## src/rtl/csrc_pkg.sv

```systemverilog
// csrc_pkg: shared types, defaults and the crc-16/ccitt-false byte step
// for the sealed record checker. No dependencies.
package csrc_pkg;

  localparam int SLOT_BYTES_DEF = 64;
  localparam int SLOT_COUNT_DEF = 32;

  localparam logic [15:0] CRC_INIT = 16'hFFFF;

  typedef enum logic [2:0] {
    CAUSE_OK        = 3'd0,
    CAUSE_LEAD_ZERO = 3'd1,
    CAUSE_NO_TERM   = 3'd2,
    CAUSE_BAD_CRC   = 3'd3,
    CAUSE_SHORT     = 3'd4
  } cause_t;

  typedef struct packed {
    logic        close;
    logic [4:0]  slot_number;
    logic        record_ok;
    cause_t      cause;
    logic [5:0]  text_length;
  } verdict_t;

  // one byte of crc-16/ccitt-false (poly 0x1021), msb first
  function automatic logic [15:0] crc_byte(input logic [15:0] crc, input logic [7:0] b);
    logic [15:0] x;
    x = {8'h00, crc[15:8] ^ b};
    x = x ^ (x >> 4);
    return (crc << 8) ^ (x << 12) ^ (x << 5) ^ x;
  endfunction

endpackage

```

## src/rtl/csrc_slot_tracker.sv

```systemverilog
// csrc_slot_tracker: per-slot running state (crc, position, terminator,
// trailer) and the verdict for the byte that closes a slot. Uses csrc_pkg.
module csrc_slot_tracker #(
  parameter int SLOT_BYTES = csrc_pkg::SLOT_BYTES_DEF,
  parameter int SLOT_COUNT = csrc_pkg::SLOT_COUNT_DEF
) (
  input  logic                clk,
  input  logic                rst,
  input  logic                take,
  input  logic [7:0]          slot_byte,
  input  logic                slot_end,
  output csrc_pkg::verdict_t  verdict
);

  localparam int PW = (SLOT_BYTES > 1) ? $clog2(SLOT_BYTES) : 1;
  localparam int CW = (SLOT_COUNT > 1) ? $clog2(SLOT_COUNT) : 1;

  logic [15:0]   running_crc, running_crc_next;
  logic [PW-1:0] byte_position, byte_position_next;
  logic          terminator_seen, terminator_seen_next;
  logic [1:0]    trailer_bytes_left, trailer_bytes_left_next;
  logic          leading_zero, leading_zero_next;
  logic [5:0]    terminator_position, terminator_position_next;
  logic [CW-1:0] slot_counter, slot_counter_next;

  logic [PW:0]   pos_inc;
  logic          full;
  logic          in_range;
  logic [15:0]   crc_upd;
  csrc_pkg::cause_t cause;

  always_comb begin
    crc_upd = csrc_pkg::crc_byte(running_crc, slot_byte);
    pos_inc = {1'b0, byte_position} + {{PW{1'b0}}, 1'b1};
    full    = (pos_inc == (PW+1)'(SLOT_BYTES));

    leading_zero_next        = leading_zero |
                               ((byte_position == '0) && (slot_byte == 8'h00));
    running_crc_next         = running_crc;
    terminator_seen_next     = terminator_seen;
    terminator_position_next = terminator_position;
    trailer_bytes_left_next  = trailer_bytes_left;

    if (!terminator_seen) begin
      running_crc_next = crc_upd;
      if (slot_byte == 8'h00) begin
        terminator_seen_next     = 1'b1;
        terminator_position_next = 6'(byte_position);
      end
    end else if (trailer_bytes_left != 2'd0) begin
      running_crc_next        = crc_upd;
      trailer_bytes_left_next = trailer_bytes_left - 2'd1;
    end

    in_range = terminator_seen_next &&
               ({1'b0, terminator_position_next} < 7'(SLOT_BYTES - 2));

    if (!full)                          cause = csrc_pkg::CAUSE_SHORT;
    else if (leading_zero_next)         cause = csrc_pkg::CAUSE_LEAD_ZERO;
    else if (!in_range)                 cause = csrc_pkg::CAUSE_NO_TERM;
    else if (running_crc_next != 16'h0) cause = csrc_pkg::CAUSE_BAD_CRC;
    else                                cause = csrc_pkg::CAUSE_OK;

    verdict.close       = take && (slot_end || full);
    verdict.slot_number = 5'(slot_counter);
    verdict.record_ok   = (cause == csrc_pkg::CAUSE_OK);
    verdict.cause       = cause;
    verdict.text_length = in_range ? terminator_position_next : 6'd0;

    byte_position_next = pos_inc[PW-1:0];
    slot_counter_next  = slot_counter;

    // slot closes: clear per-slot state, count the slot
    if (slot_end || full) begin
      running_crc_next         = csrc_pkg::CRC_INIT;
      byte_position_next       = '0;
      terminator_seen_next     = 1'b0;
      trailer_bytes_left_next  = 2'd2;
      leading_zero_next        = 1'b0;
      terminator_position_next = 6'd0;
      slot_counter_next        = (slot_counter == CW'(SLOT_COUNT - 1)) ? '0 :
                                 slot_counter + {{(CW-1){1'b0}}, 1'b1};
    end
  end

  always_ff @(posedge clk) begin
    if (rst) begin
      running_crc         <= csrc_pkg::CRC_INIT;
      byte_position       <= '0;
      terminator_seen     <= 1'b0;
      trailer_bytes_left  <= 2'd2;
      leading_zero        <= 1'b0;
      terminator_position <= 6'd0;
      slot_counter        <= '0;
    end else if (take) begin
      running_crc         <= running_crc_next;
      byte_position       <= byte_position_next;
      terminator_seen     <= terminator_seen_next;
      trailer_bytes_left  <= trailer_bytes_left_next;
      leading_zero        <= leading_zero_next;
      terminator_position <= terminator_position_next;
      slot_counter        <= slot_counter_next;
    end
  end

endmodule

```

## src/rtl/crc_sealed_record_check_core.sv

```systemverilog
// crc_sealed_record_check_core: byte-stream slot checker with a result register.
// Depends on csrc_pkg and csrc_slot_tracker.
// the result of a slot is valid in the cycle after its closing byte is accepted
// throughput: one byte per cycle while in_ready is high, set by the combinational crc byte update
// in_ready stays high while the result register is empty or being drained
// reset: crc to 0xFFFF, trailer count to 2, other slot state and slot counter to zero, no result pending
module crc_sealed_record_check_core #(
  parameter int SLOT_BYTES = csrc_pkg::SLOT_BYTES_DEF,
  parameter int SLOT_COUNT = csrc_pkg::SLOT_COUNT_DEF
) (
  input  logic       clk,
  input  logic       rst,
  input  logic       in_valid,
  output logic       in_ready,
  input  logic [7:0] slot_byte,
  input  logic       slot_end,
  output logic       out_valid,
  input  logic       out_ready,
  output logic [4:0] slot_number,
  output logic       record_ok,
  output logic [2:0] fail_cause,
  output logic [5:0] text_length
);

  csrc_pkg::verdict_t verdict;
  logic               take;
  logic               out_valid_next;

  assign in_ready = !out_valid || out_ready;
  assign take     = in_valid && in_ready;

  csrc_slot_tracker #(
    .SLOT_BYTES(SLOT_BYTES),
    .SLOT_COUNT(SLOT_COUNT)
  ) u_tracker (
    .clk      (clk),
    .rst      (rst),
    .take     (take),
    .slot_byte(slot_byte),
    .slot_end (slot_end),
    .verdict  (verdict)
  );

  always_comb begin
    if (verdict.close)  out_valid_next = 1'b1;
    else if (out_ready) out_valid_next = 1'b0;
    else                out_valid_next = out_valid;
  end

  always_ff @(posedge clk) begin
    if (rst) begin
      out_valid <= 1'b0;
    end else begin
      out_valid <= out_valid_next;
    end
  end

  always_ff @(posedge clk) begin
    if (verdict.close) begin
      slot_number <= verdict.slot_number;
      record_ok   <= verdict.record_ok;
      fail_cause  <= verdict.cause;
      text_length <= verdict.text_length;
    end
  end

`ifndef SYNTHESIS
  a_ok_matches_cause: assert property (@(posedge clk) disable iff (rst)
    out_valid |-> (record_ok == (fail_cause == csrc_pkg::CAUSE_OK)))
    else $error("record_ok disagrees with fail_cause");

  a_ok_has_text: assert property (@(posedge clk) disable iff (rst)
    out_valid && record_ok |-> (text_length != 6'd0))
    else $error("valid record with empty text");

  a_no_term_no_length: assert property (@(posedge clk) disable iff (rst)
    out_valid && (fail_cause == csrc_pkg::CAUSE_NO_TERM) |-> (text_length == 6'd0))
    else $error("text length reported without terminator in range");

  a_cause_legal: assert property (@(posedge clk) disable iff (rst)
    out_valid |-> (fail_cause <= csrc_pkg::CAUSE_SHORT))
    else $error("fail_cause out of range");

  a_end_gives_result: assert property (@(posedge clk) disable iff (rst)
    in_valid && in_ready && slot_end |=> out_valid)
    else $error("closing byte produced no result");
`endif

endmodule
```

## config.mk

```make
export PLATFORM = sky130hd
export DESIGN_NAME = crc_sealed_record_check_core
export DESIGN_NICKNAME = d
export VERILOG_FILES = /design/src/rtl/csrc_pkg.sv /design/src/rtl/csrc_slot_tracker.sv /design/src/rtl/crc_sealed_record_check_core.sv
export SDC_FILE = /design/constraint.sdc
export NUM_CORES = 1
export LEC_CHECK = 0
export BUFFER_PORTS_ARGS = -buffer_cell sky130_fd_sc_hd__buf_2
export CAP_MARGIN = 20
export CORE_MARGIN = 1.5
export CORE_UTILIZATION = 35
export CTS_BUF_LIST = sky130_fd_sc_hd__clkbuf_8
export DETAILED_ROUTE_END_ITERATION = 12
export GPL_TIMING_DRIVEN = 0
export HOLD_SLACK_MARGIN = 0.05
export PLACE_DENSITY_LB_ADDON = 0.08
export SETUP_SLACK_MARGIN = 0.3
export SYNTH_ARGS = -nofsm -noshare
export SYNTH_HDL_FRONTEND = slang
export SYNTH_SLANG_ARGS = --single-unit
```

## constraint.sdc

```tcl
create_clock -name clk -period 2.4 [get_ports clk]
set_input_delay 0.36 -clock clk [delete_from_list [all_inputs] [get_ports clk]]
set_output_delay 0.36 -clock clk [all_outputs]
set_load 0.05 [all_outputs]
```

## Yosys cells after proc, flatten, opt, wreduce, memory -nomap -nowiden

Cells that the tools add are included.

- Order comparisons: 1
- Muxes and demuxes: 21
- $mul: 0
- Reductions and logical operators: 17
- Divide/modulo/power cells: 0
- Equal/unequal tests: 2
- Bitwise logic cells: 6
- Shift operators: 0
- $add $sub $neg: 3

Operators with widths:

| operator | number |
|---|---|
| 16-bit 2-to-1 mux | 3 |
| 16-bit bitwise XOR | 3 |
| 6-bit 2-to-1 mux | 4 |
| 16-bit nonzero test | 1 |
| 3-bit 2-to-1 mux | 3 |
| 8-bit zero test | 1 |
| 2-bit 2-to-1 mux | 4 |
| 2-bit nonzero test | 4 |
| 8-bit by 4-bit bitwise XOR with 8-bit output | 1 |
| 8-bit bitwise XOR | 1 |
| 6-bit by 1-bit adder with 7-bit output (second input constant) | 1 |
| 7-bit == test (second input constant) | 1 |
| 6-bit zero test | 1 |
| 6-bit less-than comparator (second input constant) | 1 |
| 1-bit 2-to-1 mux | 6 |
| 5-bit by 1-bit adder with 5-bit output (second input constant) | 1 |
| 5-bit == test (second input constant) | 1 |
| 5-bit 2-to-1 mux | 1 |
| 1-bit logical AND | 4 |
| 3-bit zero test | 1 |
| 3-bit AND reduction | 1 |
| 1-bit logical OR | 2 |
| 2-bit AND reduction | 1 |
| 2-bit by 1-bit subtractor with 2-bit output (second input constant) | 1 |
| 2 further kinds | 2 |

- Memories kept: 0
- Bits in read-only memories: 0
- Bits in registers: 53
- Logic and storage cells: 62
- RAM bits: 0
- Latch bits: 0
- Output and inout port bits: 17

## Longest topological paths before layout

Gate-level depths: netlist (run 1).

- Word-level depth: 13
- Depth in mapped cells: 9
- Mapped depth without buffers: 7

## Modules after synthesis

A second synthesis (run 1) with hierarchy kept.

- Cells, all modules: 271
- Area, all modules: 2,622.5 um^2

Modules (own cells, without submodules):

| module | instances | cells each | area an instance (um^2) | seq. area each (um^2) |
|---|---|---|---|---|
| csrc_slot_tracker | 1 | 251 | 2,117.0 | 740.7 |
| crc_sealed_record_check_core | 1 | 20 | 505.5 | 470.5 |

## Worst setup path before layout (run 1)

OpenSTA, ideal clock, no wires.

- Kind: register -> register
- Start point: reg out_valid
- End point: reg u_tracker.running_crc[0]
- Library setup time: 141 ps
- Path buffers: 2
- Stages on the path, launching flop included: 9
- Path slack: -419 ps
- Data arrival time: 2,677 ps
- Path through: dfxtp_1 > nand2b_1 > and2_1 > buf_2 > o21ai_0 > inv_1 > nor2_1 > clkbuf_1 > o211ai_1

- Longest elaborated chain between the ends: 3

Ends and longest elaborated chain:

| element | RTL line | RTL |
|---|---|---|
| from (decl) | crc_sealed_record_check_core.sv:17 | `output logic out_valid,` |
| from (signal assigned) | crc_sealed_record_check_core.sv:54 | `out_valid <= out_valid_next;` |
| 1-bit zero test | crc_sealed_record_check_core.sv:29 | `assign in_ready = !out_valid \|\| out_ready;` |
| 1-bit logical OR | crc_sealed_record_check_core.sv:29 |  |
| via in_ready | crc_sealed_record_check_core.sv:14 | `output logic in_ready,` |
| 1-bit logical AND | crc_sealed_record_check_core.sv:30 | `assign take = in_valid && in_ready;` |
| to (signal assigned) | csrc_slot_tracker.sv:88 | `running_crc <= csrc_pkg::CRC_INIT;` |
| to (signal assigned) | csrc_slot_tracker.sv:96 | `running_crc <= running_crc_next;` |
| to (decl) | csrc_slot_tracker.sv:18 | `logic [15:0] running_crc, running_crc_next;` |

The timed path passes the listed nets, and every way through them passes these cells.
A chain may end at the register's enable or synchronous reset.

## Worst setup path in the final report (run 1)

- Start point: in slot_byte[1]
- End point: reg u_tracker.terminator_position[5]

- Longest elaborated chain between the ends: 4

Ends and longest elaborated chain:

| element | RTL line | RTL |
|---|---|---|
| from (decl) | crc_sealed_record_check_core.sv:15 | `input logic [7:0] slot_byte,` |
| 8-bit zero test | csrc_slot_tracker.sv:46 | `if (slot_byte == 8'h00) begin` |
| 6-bit 2-to-1 mux | csrc_slot_tracker.sv:46 |  |
| 6-bit 2-to-1 mux | csrc_slot_tracker.sv:44 | `if (!terminator_seen) begin` |
| 6-bit 2-to-1 mux | csrc_slot_tracker.sv:74 | `if (slot_end \|\| full) begin` |
| to (signal assigned) | csrc_slot_tracker.sv:101 | `terminator_position <= terminator_position_next;` |
| to (decl) | csrc_slot_tracker.sv:23 | `logic [5:0] terminator_position, terminator_position_next;` |

Every way passes these cells.

==> impl_metrics.py, run 1 <==
metrics = {
    "status": {
        "status": "completed",
    },
    "sta": {
        "rsz0062_at_grt": "true",
        "tns_ns": 0,
        "slew_headroom_pct": 50.4,
        "finClkSkew_ns": 0.0115,
        "finalHoldViolCount": 0,
        "worst_slew_pin_slew_ns": 0.745,
        "worst_slack_ns": 0.296,
        "clock.fmax_mhz": 475,
        "final-max-slew-violation-count": 0,
        "min_period_ns": 2.10,
        "setup_viol": 0,
        "fin_crit_sh_pct": 87.7,
    },
    "synthesis": {
        "avgSynthCellArea_um2": 9.64,
        "ys_ff_latch": 53,
        "synth-edff-count": 15,
        "netlist_area_um2": 2610,
        "async_flop_share_pct": 0,
        "yosysWarningCount": 0,
        "seq_area_frac_synth_pct": 46.3,
        "synthCells": 271,
        "ys.flop_type": "dfxtp_1",
        "ys_types": 47,
        "syn-num-nets": 289,
    },
    "critical_path": {
        "slowest_stage": "nor3_1",
        "start_kind": "input port",
        "cp_data_arrival_time_ns": 2.29,
        "worst_path_largest_cell_delay_ns": 0.57,
        "worstSetupPathType": "in -> reg",
        "required_ns": 2.59,
        "crit_top_cell": "buf_2",
        "crit_chain": "buf_2 > nor4_1 > nand2_1 > nor3_1 > buf_2 > mux2i_1 > nor2_1",
        "path_max_fanout": 4,
        "worst_setup_path_end_kind": "flip-flop",
    },
    "finish": {
        "drive_gt1_share_pct": 27.2,
        "finalNonFillerCells": 411,
        "nets": 329,
        "antennaDiodeCount": 0,
        "area_growth_pct": 23.1,
    },
    "route": {
        "first_iter_violations": 65,
        "wire_per_inst_um": 14.0,
        "drt_pass1_iterations": 4,
        "ant_nets": 0,
        "num_vias": 2040,
        "avgViaCountPerCell": 4.96,
        "drc": 0,
        "wirelength_um": 5760,
    },
    "placement": {
        "place_inst": 398,
        "place.port_buffers": 27,
        "gp_congestion": 0.810,
        "pre_cts_ws_ns": -0.0242,
        "hpwlAfterDp_um": 4130,
    },
    "global_routing": {
        "busiest_layer": "met2",
        "met1_usage_pct": 21.9,
        "grt_usage_pct": 15.2,
        "antenna_found_initial": 0,
        "grt_overflow_total": 0,
        "grt_max_degree": 18,
        "grt_pass1_vias": 1755,
        "grt_pass1_wl_um": 9250,
        "use_met2_pct": 23.4,
        "met3_usage_pct": 3.14,
    },
    "clock_tree": {
        "clock_sinks": 53,
        "cts_max_level": 2,
        "cts_buffers": 5,
        "path_clk_slew_ns": 0.09,
        "cts_tree": "built",
        "cts_buffer_depth": 2,
        "cts-root-buf": "clkbuf_8",
        "hold_buffers": 0,
        "clock_latency_ns": 0.30,
    },
    "job": {
        "drv_cap": 0,
    },
    "power": {
        "leakagePower_nw": 1.22,
        "peakVddDrop_mv": 0.301,
        "p_per_area_nw_per_um2": 647,
    },
    "floorplan": {
        "dieWidth_um": 89.4,
        "initial_core_util_pct": 36.0,
        "die_area_um2": 8000,
        "core-area_um2": 7250,
        "ioPinCount": 30,
        "die_h_um": 89.4,
        "num_rows": 31,
    },
    "hold_path": {
        "hold_class": "in -> reg",
    },
}
-- metal layers --
| layer | routed length, um | vias up | part of all wire (%) |
|---|---|---|---|
| li1 | - | 1046 | - |
| met1 | 2850 | 937 | 49 |
| met2 | 2630 | 50 | 46 |
| met3 | 221 | 7 | 3.8 |
| met4 | 58 | 0 | 1.0 |
| met5 | 0 | - | 0 |
-- report_power, final --
| group | total [mW] | leakage (nW) | internal, mW | switching (mW) |
|---|---|---|---|---|
| logic | 0.469 | 0.712 | 0.209 | 0.260 |
| clock network | 0.595 | 0.0593 | 0.306 | 0.289 |
| registers | 1.02 | 0.454 | 0.962 | 0.0537 |
| total | 2.08 | 1.22 | 1.48 | 0.603 |
-- logic make-up after synthesis --
logic type                 synth area share [%]
DFF                                        46.3
buffers and inverters                      3.73
muxes                                      5.36
and+or+nand+nor                            18.5
AOI/OAI and AO/OA                          11.7
xor gates and xnor gates                   11.9
adders and majority gates                  2.39
-- cells in the mapped netlist (2+ instances only) --
cell type,count,area (um^2)
a31oi_1,4,25.0
nor3_1,6,30.0
buf_1,2,7.51
a21oi_1,11,55.1
buf_6,2,22.5
o211ai_1,16,120
mux2i_1,14,140
nand3_1,7,35.0
o21ai_0,4,20.0
nand2b_1,2,12.5
inv_1,7,26.3
ha_1,5,62.6
edfxtp_1,15,450
xor2_1,13,114
nor4_1,4,25.0
nand2_1,31,116
dfxtp_1,38,761
or4_1,3,22.5
nor2_1,32,120
nor3b_1,2,15.0
clkbuf_1,6,22.5
xnor2_1,18,158
nand4_1,2,12.5
and3_1,3,18.8
and4_1,2,17.5
-- state kept, by name, indices dropped and copies added, names as in the netlist --
register,count
u_tracker.running_crc,16
text_length,6
u_tracker.byte_position,6
u_tracker.terminator_position,6
slot_number,5
u_tracker.slot_counter,5
fail_cause,3
u_tracker.trailer_bytes_left,2
out_valid,1
record_ok,1
u_tracker.leading_zero,1
u_tracker.terminator_seen,1
-- layout by cell type (no fill, tap or decap), types with 7 or more instances in the layout --
| cell | instances |
|---|---|
| xor2_1 | 10 |
| a21oi_1 | 10 |
| buf_2 | 31 |
| xnor2_1 | 12 |
| o211ai_1 | 16 |
| nand2_1 | 31 |
| nor2_1 | 31 |
| inv_1 | 7 |
| dfxtp_2 | 7 |
| edfxtp_1 | 15 |
| dfxtp_1 | 29 |
| nand3_1 | 7 |
| mux2i_1 | 14 |
-- worst max-delay path: cells and delay by family --
kind	cells	cell delay, ns
buffers and inverters	2	0.43
muxes	1	0.20
and+or+nand+nor	4	1.30
-- metrics by stage --
stage	utilization, %	hold WS (ns)	instance area, um^2	total power, mW
3_3_place_gp	39.8	0.454	2890	1.42
3_5_place_dp	39.8	0.454	2890	1.42
2_1_floorplan	-	0.430	2630	1.32
5_1_grt	44.4	0.328	3220	2.19
6_report	44.4	0.337	3220	2.08
4_1_cts	42.5	0.330	3080	2.05
-- what timing repair did --
item | 4_1_cts | 5_1_grt
gates resized for setup | 16 | 28
setup endpoints to repair | 25 | 23
setup buffers | 2 | 3
pin swaps | 2 | 9
-- area by class of cell --
cell class	count	area (um^2)
Buffer	12	78.8
Clock buffer	5	68.8
Clock inverter	3	38.8
Fill cell	713	4040
Inverter	7	28.8
Multi-Input combinational cell	199	1470
Sequential cell	53	1230
Tap cell	99	124
Timing Repair Buffer	33	181
-- path summary, 6_finish.rpt --
check,from,end,slack [ns],cells past startpoint
worst max-delay path,slot_byte[1],u_tracker.terminator_position[5],0.30,7
worst min-delay path,out_ready,out_valid,0.34,3
worst max register to register,u_tracker.running_crc[13],record_ok,0.38,6
worst min register to register,u_tracker.slot_counter[3],slot_number[3],0.48,0
Power figures use the tool's default switching activity.
==> run 2: changes to the inputs <==
- BUFFER_PORTS_ARGS: -buffer_cell sky130_fd_sc_hd__buf_2 -> not set
- DONT_BUFFER_PORTS: not set -> 1
- REMOVE_ABC_BUFFERS: not set -> 1
==> run 2 against run 1 <==
Hold slack got worse by 0.24 ns; combinational power is 17% lower; sequential share of layout area up 3.0 points; first-iteration DRC count grew 17%; via count down 8.2%; power decreased by 6.6%; sequential power hardly changed; register-to-register slack got worse by 0.02 ns; core utilization decreased by 3.4 points; count of clock-buffer cells in the layout unchanged; largest power group unchanged; highest routed layer unchanged.
==> impl_metrics.py, run 2 (synthesis gave the netlist of run 1 again) <==
metrics = {
    "clock_tree": {
        "cts_buffer_depth": 2,
        "clock_sinks": 53,
        "clock_latency_ns": 0.31,
        "cts-root-buf": "clkbuf_8",
        "hold_buffers": 0,
        "cts_buffers": 5,
        "path_clk_slew_ns": 0.10,
        "cts_max_level": 2,
        "cts_tree": "built",
    },
    "floorplan": {
        "ioPinCount": 30,
        "die_area_um2": 8000,
        "dieWidth_um": 89.4,
        "num_rows": 31,
        "core-area_um2": 7250,
        "die_h_um": 89.4,
        "initial_core_util_pct": 36.0,
    },
    "critical_path": {
        "r2r_start": "u_tracker.running_crc[13]",
        "worst_setup_path_end_kind": "flip-flop",
        "cp-endpoint": "record_ok",
        "start_kind": "flip-flop",
        "timing.reg2reg.setup_slack_ns": 0.36,
        "cp_data_arrival_time_ns": 2.22,
        "required_ns": 2.57,
        "rr_worst_depth": 6,
        "worstSetupPathType": "reg -> reg",
        "crit_path_start": "u_tracker.running_crc[13]",
        "path_max_fanout": 5,
        "r2r-end": "record_ok",
    },
    "route": {
        "ant_nets": 0,
        "drc": 0,
        "first_iter_violations": 76,
        "wire_per_inst_um": 15.2,
        "num_vias": 1872,
        "avgViaCountPerCell": 5.05,
        "drt_pass1_iterations": 4,
        "wirelength_um": 5640,
    },
    "sta": {
        "slew_headroom_pct": 55.5,
        "final-max-slew-violation-count": 0,
        "finClkSkew_ns": 0.00968,
        "clock.fmax_mhz": 490,
        "finalHoldViolCount": 0,
        "setup_viol": 0,
        "rsz0062_at_grt": "true",
        "worst_slew_pin_slew_ns": 0.665,
        "min_period_ns": 2.04,
        "fin_crit_sh_pct": 85.1,
        "tns_ns": 0,
    },
    "finish": {
        "num-fill-cells": 733,
        "design_area_um2": 2970,
        "largest_register": "u_tracker.running_crc",
        "final_cell_mix": "dfxtp_1, nor2_1, nand2_1",
        "finalNonFillerCells": 371,
        "antennaDiodeCount": 0,
        "nets": 289,
        "mostFrequentLayoutCell": "dfxtp_1",
        "largest_reg_flops": 16,
        "drive_gt1_share_pct": 16.2,
        "area_growth_pct": 13.6,
    },
    "power": {
        "clkPwrFrac_pct": 25.8,
        "swShare_pct": 30.5,
        "switchingPower_mw": 0.593,
        "peakVddDrop_mv": 0.249,
        "pwr-share-comb_pct": 20.1,
        "leakagePower_nw": 1.05,
        "power_frac_seq_pct": 54.1,
        "p_per_area_nw_per_um2": 654,
        "intPower_mw": 1.35,
    },
    "global_routing": {
        "grt_max_degree": 30,
        "antenna_found_initial": 0,
        "grt_usage_pct": 14.9,
        "grt_overflow_total": 0,
        "grt_pass1_wl_um": 9040,
        "grt_pass1_vias": 1718,
    },
    "status": {
        "status": "completed",
    },
    "placement": {
        "placed_area_um2": 2680,
        "gp_congestion": 0.732,
        "hpwlAfterDp_um": 3940,
        "place.port_buffers": 0,
        "place_inst": 359,
    },
    "hold_path": {
        "hold_class": "in -> reg",
    },
    "job": {
        "drv_cap": 0,
    },
}
## run 2: cell types whose count changed in the layout (fill, tap and decap cells not counted), sizes merged
cell      before  now
buf           38    5
bufinv         1    0
clkbuf        12    5
clkinv         1    0
clkinvlp       0    2
## run 2: metrics by stage
step | power, mW | hold slack [ns] | worst slack (ns) | util, %
floorplan | 1.31 | 0.429 | -0.804 | -
global placement | 1.39 | 0.431 | -1.85 | 36.8
detailed placement | 1.39 | 0.432 | -1.51 | 36.9
CTS | 1.93 | 0.0856 | 0.285 | 39.7
global route | 2.06 | 0.0831 | 0.282 | 40.9
finish | 1.94 | 0.0974 | 0.357 | 40.9
## run 2: worst min-delay path by stage
stage,start,end,slack [ns],cells past startpoint
after floorplan,rst,out_valid,0.43,1
after global placement,rst,u_tracker.slot_counter[4],0.43,1
after detailed placement,rst,out_valid,0.43,1
after CTS,rst,out_valid,0.09,1
after global routing,rst,out_valid,0.08,1
final,rst,out_valid,0.1,1
## run 2: what timing repair did
item                       CTS  global route
setup buffers                1             3
gates cloned                 0             0
resized for setup           26            12
pin swaps                    2             7
setup endpoints to repair   56            16
## run 2: critical path: stages (launching register included)
cell and delay, ns:
dfxtp_4 0.40, xor2_4 0.30, xnor2_4 0.12, or3_1 0.32, a311o_1 0.36, a31oi_1 0.19
and4_1 0.22
## run 2: area by class of cell
class / count / area, um^2 / area share (%)
multi-input combinational: 199 / 1460 / 49.2
sequential: 53 / 1220 / 41.2
tap: 99 / 124 / 4.17
clock buffer: 5 / 68.8 / 2.32
timing repair buffer: 5 / 45.0 / 1.52
inverter: 7 / 28.8 / 0.969
clock inverter: 3 / 18.8 / 0.632
## run 2: layer usage
metal	share of wire [%]	global-route usage [%]	routed length, um	up-vias
li1	-	-	-	957
met1	51	21.6	2870	872
met2	44	22.2	2490	37
met3	3.9	3.79	219	6
met4	1.1	3.78	62	0
met5	0	0	0	-
## run 2: power groups by stage
| stage | clock [mW] | combinational, mW | sequential (mW) |
|---|---|---|---|
| after global placement | 0 | 0.321 | 1.06 |
| after detailed placement | 0 | 0.322 | 1.06 |
| after global routing | 0.563 | 0.435 | 1.06 |
| final | 0.501 | 0.391 | 1.05 |
| after CTS | 0.526 | 0.353 | 1.05 |
| after floorplan | 0 | 0.263 | 1.05 |
